===== src/hdl/bpfa_divider.sv =====
`default_nettype none

module bpfa_divider #(
  parameter int unsigned DW      = 17,
  parameter int unsigned DIVISOR = 64
) (
  input  wire logic                         clk_i,
  input  wire logic                         rst_ni,
  input  wire logic                         start_i,
  input  wire logic [DW-1:0]                dividend_i,
  output logic                              done_o,
  output logic [DW-1:0]                     quotient_o,
  output logic [$clog2(DIVISOR)-1:0]        remainder_o
);

  localparam int unsigned RW = $clog2(DIVISOR);

  logic [DW-1:0] q_q;
  logic [RW-1:0] r_q;
  logic          done_q;

  always_ff @(posedge clk_i or negedge rst_ni) begin
    if (!rst_ni) begin
      done_q <= 1'b0;
    end else begin
      done_q <= start_i;
    end
  end

  // power-of-two divisor: shift and mask, result registered
  always_ff @(posedge clk_i) begin
    if (start_i) begin
      q_q <= dividend_i >> RW;
      r_q <= dividend_i[RW-1:0];
    end
  end

  assign done_o      = done_q;
  assign quotient_o  = q_q;
  assign remainder_o = r_q;

endmodule

`default_nettype wire


===== config.mk =====
export PLATFORM = sky130hd
export DESIGN_NAME = bpfa_divider
export DESIGN_NICKNAME = d
export VERILOG_FILES = /design/src/hdl/bpfa_divider.sv
export SDC_FILE = /design/constraint.sdc
export NUM_CORES = 1
export LEC_CHECK = 0
export ABC_AREA = 1
export BUFFER_PORTS_ARGS = -buffer_cell sky130_fd_sc_hd__buf_2
export CAP_MARGIN = 10
export CORE_MARGIN = 5
export CORE_UTILIZATION = 33
export CTS_CLUSTER_DIAMETER = 200
export DETAILED_ROUTE_END_ITERATION = 7
export PLACE_DENSITY_LB_ADDON = 0.12
export SLEW_MARGIN = 0
export SYNTH_ARGS = -nofsm -noshare
export SYNTH_HDL_FRONTEND = slang
export SYNTH_SLANG_ARGS = --single-unit

===== constraint.sdc =====
create_clock -name clk_i -period 0.8 [get_ports clk_i]
set_input_delay 0 -clock clk_i [delete_from_list [all_inputs] [get_ports clk_i]]
set_output_delay 0 -clock clk_i [all_outputs]
set_load 0.02 [all_outputs]

### Word-level counts from Yosys, hierarchy flattened

Cells that the tools add are included.

| storage, ports and cells | value |
|---|---|
| input port bits | 20 |
| word-level logic and storage cells | 3 |
| output and inout port bits | 24 |
| flip-flop bits (word level) | 18 |

### Longest topological paths before layout

Gate-level depths: netlist (run 1).

| depth | value |
|---|---|
| depth in word-level cells | 0 |
| gate-level depth with buffers | 1 |
| depth with buffers taken out | 0 |

### Worst setup path before layout (run 1)

No wires, ideal clock.

| path | value |
|---|---|
| kind | reg-to-output |
| from | reg q_q[0], in the netlist quotient_o[0] |
| to | out quotient_o[0] |
| cell stages (with the launch flop) | 1 |
| data arrival time | 0.449 ns |
| setup slack | 0.351 ns |
| data required time | 0.800 ns |
| buffers on the path | 0 |
| cells stage by stage | edfxtp_1 |

RTL lines:

| item | line | source |
|---|---|---|
| start, declared | 18 | `logic [DW-1:0] q_q;` |
| start signal, assigned | 33 | `q_q <= dividend_i >> RW;` |
| end, declared | 12 | `output logic [DW-1:0] quotient_o,` |

No word-level cell between the ends.

### Worst setup path in the final report (run 1)

| path | value |
|---|---|
| from | reg r_q[3], in the netlist remainder_o[3] |
| to | out remainder_o[3] |

RTL lines:

| item | line | source |
|---|---|---|
| start, declared | 19 | `logic [RW-1:0] r_q;` |
| start signal, assigned | 34 | `r_q <= dividend_i[RW-1:0];` |
| end, declared | 13 | `output logic [$clog2(DIVISOR)-1:0] remainder_o` |

No word-level cell between the ends.

==> flow_summary.ini, run 1 <==
[clocking]
root_buffer = clkbuf_4
cts_max_level = 1
cts_tree = built
clk_pin_slew_ns = 0.10
cts_buffers = 3
cts_buffer_depth = 2
clock-sinks = 18
cts_setup_buffers = 0

[grt]
grt_use_met1_pct = 8.50
grt_usage_pct = 9.33
overflow = 0
antenna_found_initial = 0
grt_use_met2_pct = 18.6
grt_pass1_vias = 442
grt_max_degree = 19
grt_busiest_layer = met2
use_met3_pct = 2.58
grt_pass1_wl_um = 1810

[power_and_ir_drop]
p_leak_nw = 0.464
powerDensity_nw_per_um2 = 1830
finalPower_mw = 1.94
vdd_drop_max_uv = 1190

[placed_design]
preCtsSetupSlack_ns = 0.247
io_buffers = 37
gp_congestion = 0.574

[timing]
max_freq_mhz = 1200
setup-violations-final = 14
slew_viol_final = 0
period_share_pct = 104
finalHoldViolCount = 0
whs_ns = 0.0139
min_period_ns = 0.835
timing.setup.tns_ns = -0.198
finalWorstSetupSlack_ns = -0.0347
rsz0062_at_grt = true

[worst_hold_path]
min_path_type = input port to flop
holdPathEnd = done_o$_DFF_PN0_
min_from = start_i
whs_path_depth = 2

[job]
cap_viol_max_count = 0

[drt]
wire_per_inst_um = 11.1
via_per_inst = 3.72
wirelength_um = 1220
firstDrtPassIters = 2
drc = 0
ant_nets = 0
num_vias = 409
first_iter_violations = 2

[critical_path]
critPathMaxStageDelay_ns = 0.38
critPathMaxFanout = 1
path_cells = buf_2
start_kind = flop
path_class = flop to primary output
startpoint = remainder_o[3]$_DFFE_PP_
cp-end-kind = primary output
cp_top_family = flip-flops
cp.required_ns = 0.80
slowest_stage = edfxtp_1
critPathArrivalTime_ns = 0.83
worst-path-buf-inv = 1

[synthesis]
synth.distinct_cells = 4
yosys.area.top_type = edfxtp_1
synth_top_cell_area_share_pct = 87.4
synth_seq_cells = 18
syn-cell-area_um2 = 584
seq_area_frac_synth_pct = 91.6
synthCells = 25
syn_area_per_cell_um2 = 23.4
yosysWarnings = 0
synthTopCellsByArea = edfxtp_1, buf_4, dfrtp_1, conb_1

[floorplan]
chipWidth_um = 52.1
start_util_pct = 34.2
design.die.area_um2 = 2710
die_y_um = 52.1
coreArea_um2 = 1710
ios = 44
num_rows = 15

[layout]
syn_to_final_growth_pct = 81.6
diodes = 0
layout-drive-gt1-share_pct = 48.2
fin_nets = 106

[outcome]
failed_checks = setup timing
status = finished, violations left
## sequential cells by signal, indices dropped and copies added (netlist names)
name and flops:
done_o 1, quotient_o 11, remainder_o 6
## synth_stat cells
master    instances
buf_4             6
conb_1            1
dfrtp_1           1
edfxtp_1         17
## metal layers
metal	part of all wire [%]	up-vias
met5	0	-
met4	0	0
met3	11	0
met2	60	21
met1	29	188
li1	-	200
## where the power goes
| part | total (mW) | internal (mW) | switching (mW) |
|---|---|---|---|
| Sequential | 1.13 | 1.11 | 0.0215 |
| Clock | 0.443 | 0.193 | 0.249 |
| Combinational | 0.366 | 0.183 | 0.182 |
| Total | 1.94 | 1.49 | 0.453 |
## how the worst max path moves through the flow
stage	to	slack (ns)	depth (start not counted)
3_5_place_dp	quotient_o[9]$_DFFE_PP_	0.25	2
4_1_cts	remainder_o[3]	-0.05	1
3_3_place_gp	quotient_o[6]$_DFFE_PP_	0.25	2
6_report	remainder_o[3]	-0.03	1
2_1_floorplan	quotient_o[0]	0.35	0
5_1_grt	quotient_o[0]	-0.08	1
## through the flow
stage / instances / util (%) / cell area (µm²)
CTS: 109 / 60.1 / 1030
floorplan: 30 / - / 603
global placement: 87 / 46.5 / 795
detailed placement: 87 / 46.5 / 795
global route: 110 / 62.1 / 1060
finish: 110 / 62.1 / 1060
## placed cells by master (no fill, tap or decap), drive strengths merged
| master | synthesis | layout |
|---|---|---|
| edfxtp | 17 | 17 |
| dfrtp | 1 | 1 |
| clkbuf | 0 | 4 |
| conb | 1 | 6 |
| buf | 6 | 38 |
| dlygate4sd3 | 0 | 19 |
## layout make-up
cell class / count / area, µm²
tap: 25 / 31.3
timing repair buffer: 57 / 445
clock buffer: 4 / 26.3
sequential: 18 / 536
fill: 124 / 647
multi-input combinational: 6 / 22.5
## cells by family after synthesis
logic type	synth area share [%]
buffers and inverters	7.71
DFF	91.6
other	0.642
## what timing repair did
action	in CTS	in global routing
endpoints found under the hold margin	18	1
resized for setup	8	8
hold buffers	18	1
setup endpoints to repair	18	18
(Power assumes the default switching activity.)
==> run 2: changes to the inputs <==
--- a/config.mk
+++ b/config.mk
@@ -9,7 +9,7 @@
 export BUFFER_PORTS_ARGS = -buffer_cell sky130_fd_sc_hd__buf_2
 export CAP_MARGIN = 10
 export CORE_MARGIN = 5
-export CORE_UTILIZATION = 33
+export CORE_UTILIZATION = 30
 export CTS_CLUSTER_DIAMETER = 200
 export DETAILED_ROUTE_END_ITERATION = 7
 export PLACE_DENSITY_LB_ADDON = 0.12
==> flow_summary.ini, run 2 (synthesized netlist as in run 1, its figures left out) <==
[grt]
grt_max_degree = 19
grt_pass1_wl_um = 1640
antenna_found_initial = 0
grt_use_met1_pct = 7.68
grt_pass1_vias = 398
overflow = 0
grt_busiest_layer = met2
grt_use_met2_pct = 15.9
use_met3_pct = 2.49
grt_usage_pct = 8.41

[clocking]
cts_buffer_depth = 2
cts_tree = built
clock-sinks = 18
clk_pin_slew_ns = 0.10
cts_setup_buffers = 0
cts_buffers = 3
root_buffer = clkbuf_4
cts_max_level = 1

[critical_path]
critPathArrivalTime_ns = 0.84
path_cells = buf_6
cp.required_ns = 0.80
cp_top_family = flip-flops
startpoint = quotient_o[7]$_DFFE_PP_
path_class = flop to primary output
critPathMaxFanout = 1
slowest_stage = edfxtp_1
critPathMaxStageDelay_ns = 0.41
worst-path-buf-inv = 1
cp-end-kind = primary output
start_kind = flop

[drt]
wire_per_inst_um = 11.7
drc = 0
firstDrtPassIters = 3
first_iter_violations = 7
num_vias = 409
via_per_inst = 3.68
ant_nets = 0
wirelength_um = 1300

[placed_design]
io_buffers = 37
place_inst = 88
place_area_um2 = 777
gp_congestion = 0.637
dp_hpwl_um = 837
preCtsSetupSlack_ns = 0.113

[layout]
largest_reg_flops = 11
regArea_um2 = 536
final_cell_mix = buf_2, dlygate4sd3_1, edfxtp_1
syn_to_final_growth_pct = 80.7
multiInputGateArea_um2 = 22.5
fin_nets = 105
final_common_cell = buf_2
fillerInstances = 159
finalInstanceArea_um2 = 1060
diodes = 0
layout-drive-gt1-share_pct = 47.6
final_cells = 111

[floorplan]
num_rows = 16
design.die.area_um2 = 2930
die_y_um = 54.1
start_util_pct = 30.7
coreArea_um2 = 1900
ios = 44
chipWidth_um = 54.1

[power_and_ir_drop]
vdd_drop_max_uv = 986
powerDensity_nw_per_um2 = 1840
p_leak_nw = 0.459

[outcome]
failed_checks = setup timing
status = finished, violations left

[timing]
finalHoldViolCount = 0
setup-violations-final = 16
period_share_pct = 106
max_freq_mhz = 1180
min_period_ns = 0.844
slew_viol_final = 0
finalWorstSetupSlack_ns = -0.0444
rsz0062_at_grt = true

[worst_hold_path]
min_from = start_i
min_path_type = input port to flop

[job]
cap_viol_max_count = 0
[run 2: changes by cell type in the layout (fill, tap and decap cells not counted), sizes merged]
cell | previous run | this run
buf | 38 | 37
[run 2: worst paths after layout]
path                                     to  slack [ns]  depth (start not counted)
max                           quotient_o[7]       -0.04                          1
min                        done_o$_DFF_PN0_        0.04                          1
max in group asynchronous  done_o$_DFF_PN0_        0.14                          3
min in group asynchronous  done_o$_DFF_PN0_        0.56                          3
[run 2: area by class of cell]
| class | instances | area share [%] |
|---|---|---|
| multi-input combinational | 6 | 2.13 |
| tap | 27 | 3.20 |
| sequential | 18 | 50.7 |
| timing repair buffer | 56 | 41.5 |
| clock buffer | 4 | 2.49 |
[run 2: timing repair]
action | CTS | global route
setup endpoints to repair | 18 | 18
gates resized for setup | 4 | 16
endpoints found under the hold margin | 18 | 0
hold buffers | 19 | 0
[run 2: power breakdown]
group | internal [mW] | switching (mW)
logic | 0.182 | 0.182
registers | 1.11 | 0.0240
clock network | 0.193 | 0.251
total | 1.49 | 0.457
[run 2: layer usage]
layer / routed length (µm) / vias to the layer above / share of wire (%)
li1: - / 198 / -
met1: 416 / 192 / 32
met2: 803 / 19 / 62
met3: 80 / 0 / 6.2
met4: 0 / 0 / 0
met5: 0 / - / 0
[run 2: stage by stage]
stage,utilization [%],hold slack [ns],power (mW),setup TNS (ns)
floorplan,-,-0.296,1.29,0
global placement,40.9,-0.224,1.39,0
detailed placement,40.9,-0.223,1.40,0
CTS,52.9,0.0334,1.92,-0.462
global route,55.5,0.0567,2.01,-0.854
finish,55.5,0.0404,1.94,-0.241
==> run 3: changes to the inputs <==
==> constraint.sdc (replaced) <==
create_clock -name clk_i -period 0.8 [get_ports clk_i]
set_input_delay 0 -clock clk_i [delete_from_list [all_inputs] [get_ports clk_i]]
set_output_delay 0 -clock clk_i [all_outputs]
set_load 0.1 [all_outputs]
==> flow_summary.ini, run 3 (synthesized netlist as in run 1, its figures left out) <==
[timing]
max_freq_mhz = 1090
timing.setup.tns_ns = -1.89
slew_viol_final = 0
period_share_pct = 115
setup-violations-final = 18
rsz0062_at_grt = true
finalHoldViolCount = 0
finalWorstSetupSlack_ns = -0.119
min_period_ns = 0.919
whs_ns = 0.0211

[critical_path]
cp.required_ns = 0.80
worst-path-buf-inv = 1
critPathMaxStageDelay_ns = 0.44
cp_top_family = flip-flops
slowest_stage = edfxtp_1
critPathArrivalTime_ns = 0.92
cp-end-kind = primary output
start_kind = flop
path_cells = buf_12
path_class = flop to primary output
critPathMaxFanout = 1

[placed_design]
preCtsSetupSlack_ns = 0.110
io_buffers = 37
gp_congestion = 0.633

[grt]
overflow = 0
grt_max_degree = 19
grt_pass1_wl_um = 2020
antenna_found_initial = 0
grt_usage_pct = 10.4
grt_pass1_vias = 442

[layout]
layout-drive-gt1-share_pct = 50.0
fin_nets = 105
multiInputGateArea_um2 = 22.5
largest_reg_flops = 11
diodes = 0
regArea_um2 = 537
syn_to_final_growth_pct = 118
final_cell_mix = dlygate4sd3_1, buf_2, buf_12
fillerInstances = 144

[floorplan]
start_util_pct = 30.7
die_y_um = 54.1
chipWidth_um = 54.1
ios = 44
coreArea_um2 = 1900
design.die.area_um2 = 2930
num_rows = 16

[drt]
drc = 0
firstDrtPassIters = 4
via_per_inst = 3.63
num_vias = 403
wire_per_inst_um = 12.5
wirelength_um = 1390
ant_nets = 0
first_iter_violations = 2

[power_and_ir_drop]
powerDensity_nw_per_um2 = 2190
finalPower_mw = 2.79
p_leak_nw = 0.541
vdd_drop_max_uv = 1130

[clocking]
clock-sinks = 18
cts_max_level = 1
cts_setup_buffers = 0
cts_buffers = 3
root_buffer = clkbuf_4
cts_resized = 0
cts_buffer_depth = 2
cts_tree = built
clk_pin_slew_ns = 0.10

[job]
cap_viol_max_count = 0

[worst_hold_path]
min_path_type = input port to flop

[outcome]
status = finished, violations left
failed_checks = setup timing
-- run 3: cell types whose count changed in the layout (fill, tap and decap cells not counted) --
cell,change
clkbuf_1,-1
dfrtp_2,+1
buf_6,-10
clkbuf_8,+1
buf_12,+18
dfrtp_1,-1
buf_2,-8
-- run 3: cell type report --
cell class / count / area share [%]
well taps: 27 / 2.65
flip-flops and latches: 18 / 42.1
clock buffers: 4 / 2.85
multi-input cells: 6 / 1.77
repair buffers: 56 / 50.6
-- run 3: through the flow --
stage / cells / utilization, % / cell area [µm²]
floorplan: 30 / - / 604
global placement: 88 / 55.1 / 1050
detailed placement: 88 / 55.1 / 1050
CTS: 111 / 67.0 / 1270
global route: 111 / 67.0 / 1270
finish: 111 / 67.0 / 1270
-- run 3: path summary, 6_finish.rpt --
check,from,to,slack (ns),depth (start not counted)
max,quotient_o[1]$_DFFE_PP_,quotient_o[1],-0.12,1
max in group asynchronous,rst_ni,done_o$_DFF_PN0_,0.14,3
min in group asynchronous,rst_ni,done_o$_DFF_PN0_,0.54,3
min,start_i,done_o$_DFF_PN0_,0.02,1
-- run 3: report_power, final --
part	switching [mW]	internal, mW	total, mW
clock network	0.275	0.277	0.552
logic	0.710	0.354	1.06
registers	0.0570	1.12	1.17
total	1.04	1.75	2.79
-- run 3: metal layers --
metal	vias to the layer above	track usage [%]	part of all wire, %
met3	0	3.88	8.7
met1	186	10.0	33
met2	20	19.1	58
met5	-	0	0
met4	0	4.98	0
li1	197	-	-
-- run 3: what timing repair did --
| action | CTS | global route |
|---|---|---|
| hold buffers | 19 | 0 |
| setup endpoints to repair | 18 | 18 |
| endpoints found under the hold margin | 18 | 0 |
